<file path="src/plsm_pkg.sv">
package plsm_pkg;

    localparam int MAX_BREAKS_DEF = 63;
    localparam int Q_W            = 32;
    localparam int WIDE_W         = 50;
    localparam int TDATA_W        = 96;

    typedef logic signed [Q_W-1:0]    q16_t;
    typedef logic signed [WIDE_W-1:0] wide_t;

    typedef struct packed {
        logic valid;
        q16_t pos;
        q16_t delta;
    } brk_t;

    localparam brk_t BRK_EMPTY = '0;

    typedef enum logic [1:0] {
        CH_HOLD,
        CH_INSERT,
        CH_POP
    } chain_op_t;

    typedef struct packed {
        chain_op_t op;
        q16_t      x;
        q16_t      delta;
    } chain_cmd_t;

    localparam wide_t Q_MAX = wide_t'(64'sd2147483647);
    localparam wide_t Q_MIN = wide_t'(-64'sd2147483648);

    function automatic wide_t widen(input q16_t v);
        widen = {{(WIDE_W-Q_W){v[Q_W-1]}}, v};
    endfunction

    function automatic q16_t sat32(input wide_t v);
        if (v > Q_MAX)
        begin
            sat32 = Q_MAX[Q_W-1:0];
        end
        else if (v < Q_MIN)
        begin
            sat32 = Q_MIN[Q_W-1:0];
        end
        else
        begin
            sat32 = v[Q_W-1:0];
        end
    endfunction

endpackage

</file>
<file path="src/plsm_cell.sv">
module plsm_cell (
    input  logic              clk,
    input  logic              rst_n,
    input  plsm_pkg::chain_cmd_t cmd,
    input  logic              shift_en,
    input  plsm_pkg::brk_t    left,
    input  logic              left_gt,
    input  plsm_pkg::brk_t    right,
    output plsm_pkg::brk_t    entry,
    output logic              gt,
    output logic              eq
);
    import plsm_pkg::*;

    brk_t entry_reg;
    brk_t entry_next;

    assign entry = entry_reg;
    assign gt    = !entry_reg.valid || (entry_reg.pos > cmd.x);
    assign eq    = entry_reg.valid && (entry_reg.pos == cmd.x);

    always_comb
    begin
        entry_next = entry_reg;
        case (cmd.op)
            CH_INSERT:
            begin
                if (eq)
                begin
                    entry_next.delta = sat32(widen(entry_reg.delta) + widen(cmd.delta));
                end
                else if (shift_en && gt)
                begin
                    if (left_gt)
                    begin
                        entry_next = left;
                    end
                    else
                    begin
                        entry_next.valid = 1'b1;
                        entry_next.pos   = cmd.x;
                        entry_next.delta = cmd.delta;
                    end
                end
            end
            CH_POP:
            begin
                entry_next = right;
            end
            default:
            begin
                entry_next = entry_reg;
            end
        endcase
    end

    always_ff @(posedge clk or negedge rst_n)
    begin
        if (!rst_n)
        begin
            entry_reg <= BRK_EMPTY;
        end
        else
        begin
            entry_reg <= entry_next;
        end
    end

endmodule

</file>
<file path="config.mk">
export PLATFORM = sky130hd
export DESIGN_NAME = plsm_cell
export DESIGN_NICKNAME = d
export VERILOG_FILES = /design/src/plsm_pkg.sv /design/src/plsm_cell.sv
export SDC_FILE = /design/constraint.sdc
export NUM_CORES = 1
export LEC_CHECK = 0
export BUFFER_PORTS_ARGS = -buffer_cell sky130_fd_sc_hd__buf_2
export CORE_ASPECT_RATIO = 1.1
export CORE_MARGIN = 3
export CORE_UTILIZATION = 32
export DETAILED_ROUTE_END_ITERATION = 10
export HOLD_SLACK_MARGIN = 0.05
export PLACE_DENSITY_LB_ADDON = 0.08
export SLEW_MARGIN = 15
export SYNTH_ARGS = -nofsm -noshare
export SYNTH_HDL_FRONTEND = slang
export SYNTH_SLANG_ARGS = --single-unit
</file>
<file path="constraint.sdc">
create_clock -name clk -period 4.12 [get_ports clk]
set_input_delay 0.206 -clock clk [delete_from_list [all_inputs] [get_ports clk]]
set_output_delay 0.206 -clock clk [all_outputs]
set_load 0.01 [all_outputs]
</file>
# --- Word-level counts from Yosys, hierarchy flattened ---
# Cells that the tools add are included.
totals:
  input_bits: 200
  regBits: 65
classes:
  reduce_logical: 7
  n_mux: 7
  order_cmp: 3
  addsub: 1
  eq_ne: 6
op_table:
  columns: ["cell", "n"]
  rows:
  - ["65-bit 2-to-1 mux", 2]
  - ["65-bit case mux with 2 select lines", 1]
  - ["32-bit 2-to-1 mux", 3]
  - ["32-bit by 32-bit adder with 33-bit output", 1]
  - ["33-bit by 32-bit > comparator with 1-bit output (second input constant)", 1]
  - ["33-bit by 32-bit < comparator with 1-bit output (second input constant)", 1]
  - ["33-bit 2-to-1 mux", 1]
  - ["32-bit equality test", 1]
  - ["32-bit > comparator", 1]
  - ["2-bit != test (second input constant)", 2]
  - ["3-bit != test (second input constant)", 1]
  - ["3-bit AND reduction", 1]
  - ["2-bit by 1-bit equality test with 1-bit output (second input constant)", 1]
  - ["2-bit equality test (second input constant)", 1]
  - ["1-bit logical AND", 2]
  - ["2-bit AND reduction", 1]
  - ["2-bit nonzero test", 1]
  - ["1-bit logical NOT", 1]
  - ["1-bit logical OR", 1]

# --- Depth between registers and ports, before layout ---
depth:
  depth_word: 6
  ltp_mapped: 14
  depth_no_buf: 12

# --- Worst setup path before layout ---
# Ideal clock, no wire load.
synth_path:
  path_type: "reg2reg"
  startpoint: "reg entry_reg (netlist bit entry[63])"
  endpoint: "reg entry_reg (netlist bit entry[11])"
  stages_incl_launch_ff: 13
  setup_time_ns: 0.126
  path_slack_ns: 1.187
  path_buffers: 3
  arrival_time_ns: 2.807
  path_cell_list: "dfrtp_1 ha_1 nand4_1 nor4_1 a21bo_1 a31oi_1 a21oi_1 or3_1 clkbuf_1 and2_1 buf_2 buf_6 a221o_1"
synth_between:
  elab_chain_cells: 5
  word_cells_on_any_way: 9
  cone_classes: "1 x order compare; 2 x eq/ne; 2 x mux; 4 x reduce/logical"
synth_lines:
  columns: ["item", "line_no", "rtl"]
  rows:
  - ["start, declared", "plsm_cell.sv:15", "brk_t entry_reg;"]
  - ["start signal, assigned", "plsm_cell.sv:65", "entry_reg <= entry_next;"]
  - ["32-bit > comparator", "plsm_cell.sv:19", "assign gt = !entry_reg.valid || (entry_reg.pos > cmd.x);"]
  - ["1-bit logical OR", "plsm_cell.sv:19", null]
  - ["1-bit logical AND", "plsm_cell.sv:32", "else if (shift_en && gt)"]
  - ["3-bit != test (no source line)", null, null]
  - ["2-bit AND reduction (no source line)", null, null]
# Several ways; a longest one is shown, not always the timed one.
# A chain may end at the register's enable or synchronous reset.

# --- Worst setup path in the final report ---
layout_path:
  startpoint: "reg entry_reg (netlist bit entry[4])"
  endpoint: "reg entry_reg (netlist bit entry[28])"
layout_between:
  elab_chain_cells: 6
  word_cells_on_any_way: 7
  cone_classes: "1 x add/sub; 2 x order compare; 4 x mux"
layout_lines:
  columns: ["item", "line_no", "rtl"]
  rows:
  - ["32-bit by 32-bit adder with 33-bit output *", "plsm_cell.sv:30", "entry_next.delta = sat32(widen(entry_reg.delta) + widen(cmd.delta));"]
  - ["33-bit by 32-bit < comparator with 1-bit output", "plsm_pkg.sv:43", "else if (v < Q_MIN)"]
  - ["32-bit 2-to-1 mux", "plsm_pkg.sv:43", null]
  - ["32-bit 2-to-1 mux *", "plsm_pkg.sv:39", "if (v > Q_MAX)"]
  - ["32-bit 2-to-1 mux *", "plsm_cell.sv:28", "if (eq)"]
  - ["65-bit case mux with 2 select lines *", "plsm_cell.sv:25", "case (cmd.op)"]
# Every way passes the cells marked *; elsewhere a longest branch is shown, timed or not.

==> results.py <==
metrics = {
    "clocking": {
        "root_buffer": "clkbuf_16",
        "cts.sinks": 65,
        "cts_setup_buffers": 0,
        "path_clk_slew_ps": 60,
        "cts.hold.buffers_added": 1,
        "clockBufferDepth": 2,
        "h-tree-depth": 3,
        "cts_tree": "yes",
        "cts_resized": 0,
        "numCtsBuffers": 9,
        "clock_latency_ps": 350,
    },
    "sta": {
        "worst_pin_slew_ps": 933.1,
        "maxSlewViolCount": 0,
        "fmax_mhz": 276.6,
        "maxSlewHeadroom_pct": 37.66,
        "rsz0062_at_grt": "no",
        "fin_tns_setup_ps": 0,
        "final.period_utilization_pct": 87.76,
        "setup_viol": 0,
        "hold_viol": 0,
        "fin_skew_ps": 8.723,
        "min_period_ps": 3616,
        "fin_hold_ws_ps": 65.01,
        "finalWorstSetupSlack_ps": 504.3,
    },
    "final_layout": {
        "drive_gt1_share_pct": 32.05,
        "post-route-cell-area_mm2": 0.008374,
        "syn_to_final_growth_pct": 28.59,
        "largest_reg_flops": 65,
        "num_antenna_cells": 0,
        "final_nets": 1297,
    },
    "synthesis": {
        "syn_area_per_cell_um2": 8.286,
        "synth_warnings": 0,
        "synth_edf_count": 0,
        "seq_area_frac_synth_pct": 24.98,
        "async_flop_share_pct": 100.0,
        "synth_area_mm2": 0.006512,
        "synth_nets": 1051,
        "synth.area.top_cells": "dfrtp_1 25%, ha_1 12%, a21oi_1 5.5%",
        "syn_inst": 786,
        "yosysMostFrequentCell": "a21oi_1",
        "ys_seq_elements": 65,
        "ys_top_cells_by_count": "72 x a21oi_1, 71 x nand2_1, 65 x dfrtp_1",
        "synth_cell_type_count": 59,
        "synth_top_area_cell": "dfrtp_1",
        "synth_top_area_share_pct": 24.98,
        "synthFlopType": "dfrtp_1",
    },
    "global_routing": {
        "grt_max_degree": 66,
        "grt_pass1_wl_um": 37120,
        "grt.overflow.total": 0,
        "grt_pass1_vias": 7026,
        "globalRouteTotalUtil_pct": 20.67,
        "antenna_found_initial": 4,
    },
    "die": {
        "die_area_mm2": 0.02210,
        "coreArea_mm2": 0.01993,
        "rows": 54,
        "fp.dieH_um": 155.6,
        "pin_count": 267,
        "die_x_um": 142.0,
        "start_util_pct": 32.67,
    },
    "route": {
        "antenna_left": 0,
        "first_pass_iters": 5,
        "routed_wl_um": 23390,
        "vias": 6868,
        "via_per_inst": 5.332,
        "drc": 0,
        "avgRoutedWirePerCell_um": 18.16,
        "drtIter0Drc": 262,
    },
    "placement": {
        "gp_congestion": 0.8315,
        "dp_slack_ps": 518.7,
        "io_buffer_count": 266,
        "dpl_cell_area_mm2": 0.008079,
        "dp_hpwl_um": 17780,
    },
    "pwr": {
        "peakVddDrop_uv": 190.4,
        "power_density_mw_per_mm2": 368.8,
        "power.total_w": 0.003088,
        "leakage_nw": 4.150,
    },
    "critical_path": {
        "r2r-end": "entry[28]",
        "path_cells": "ha_1 > a211oi_1 > o211ai_1 > o21bai_1 > a31oi_1 > a211oi_2 > o21a_1 > o221a_2 > buf_4 > a21boi_0 > o21ai_1",
        "reg2reg_depth": 11,
        "endpoint_kind": "register",
        "cp_slowest_cell": "a211oi_2",
        "crit_arrival_ps": 3840,
        "worstSetupStartpointType": "register",
        "r2r_slack_ps": 500,
        "worstPathMaxFanout": 18,
        "startpoint": "entry[4]",
        "critPathMaxStageDelay_ps": 490,
        "worstSetupEndpoint": "entry[28]",
        "timing.rr.start": "entry[4]",
        "critPathRequiredTime_ps": 4350,
        "worst-setup-path-type": "reg -> reg",
    },
    "hold_path": {
        "hp-class": "in -> reg",
    },
    "outcome": {
        "status": "finished, final reports clean",
    },
    "flow_run": {
        "maxCapViolations": 0,
    },
}
how the worst min path moves through the flow:
stage	start	endpoint	slack, ps	cells after the start
2_1_floorplan	rst_n	entry[0]	-90	0
3_3_place_gp	rst_n	entry[57]	410	1
3_5_place_dp	rst_n	entry[57]	410	1
4_1_cts	right[64]	entry[64]	60	3
5_1_grt	right[64]	entry[64]	90	3
6_report	right[64]	entry[64]	70	3
layer usage:
metal / up-vias / wire length (um) / share of wire (%) / track usage, %
met5: - / 42 / 0.18 / 0
met4: 8 / 215 / 0.92 / 4.479
met3: 19 / 1231 / 5.3 / 3.403
met2: 189 / 11680 / 50 / 36.83
met1: 3214 / 10220 / 44 / 26.21
li1: 3438 / - / - / -
cells in the final DEF (no fill, tap or decap), types with 6 or more instances in the layout:
master and instances:
a211oi_1 9, a21boi_0 21, a21o_1 14, a21oi_1 72, a221o_1 6, a22oi_1 27, a31oi_1 6, buf_2 264
buf_4 14, clkbuf_16 9, dfrtp_1 65, ha_1 64, inv_1 47, mux2_2 30, mux2i_1 32, nand2_1 71
nand3_1 43, nand4_1 10, nor2_1 23, nor2b_1 7, o211ai_1 38, o21a_1 10, o21ai_0 18, o21ai_1 27
xnor2_1 15, xor2_1 10
power by group:
group / internal [W] / switching (W)
logic: 0.000625 / 0.000817
clock network: 0.000462 / 0.000322
registers: 0.000755 / 0.000107
total: 0.00184 / 0.00125
layout make-up:
class                   instances  area, um2
well taps                     252      315.3
repair buffers                279       1436
fillers                      2110      11560
clock inverters                 6      60.06
clock buffers                   9      225.2
flip-flops and latches         65       1627
inverters                      47      176.4
multi-input cells             630       4534
critical path: cells and delay by family (launching register included):
kind / cells / cell delay (ps)
buffers and inverters: 1 / 290
DFF: 1 / 390
adders and majority gates: 1 / 350
AOI/OAI and AO/OA: 9 / 2460
cell families (layout without fill, tap and decap cells):
logic type                 after synthesis  count (layout)  synth area share, %
AOI/OAI and AO/OA                      286             286                29.24
muxes                                   62              62                10.11
DFF                                     65              65                24.98
xor gates and xnor gates                25              25                3.362
and+or+nand+nor                        192             192                14.14
adders and majority gates               65              65                12.60
buffers and inverters                   91             341                5.572
through the flow:
step                      instances  util, %
after CTS                      1288    42.02
final                          1288    42.02
after global placement         1272    40.53
after detailed placement       1272    40.53
after floorplan                 786        -
after global routing           1288    42.02
Power figures use the tool's default switching activity.
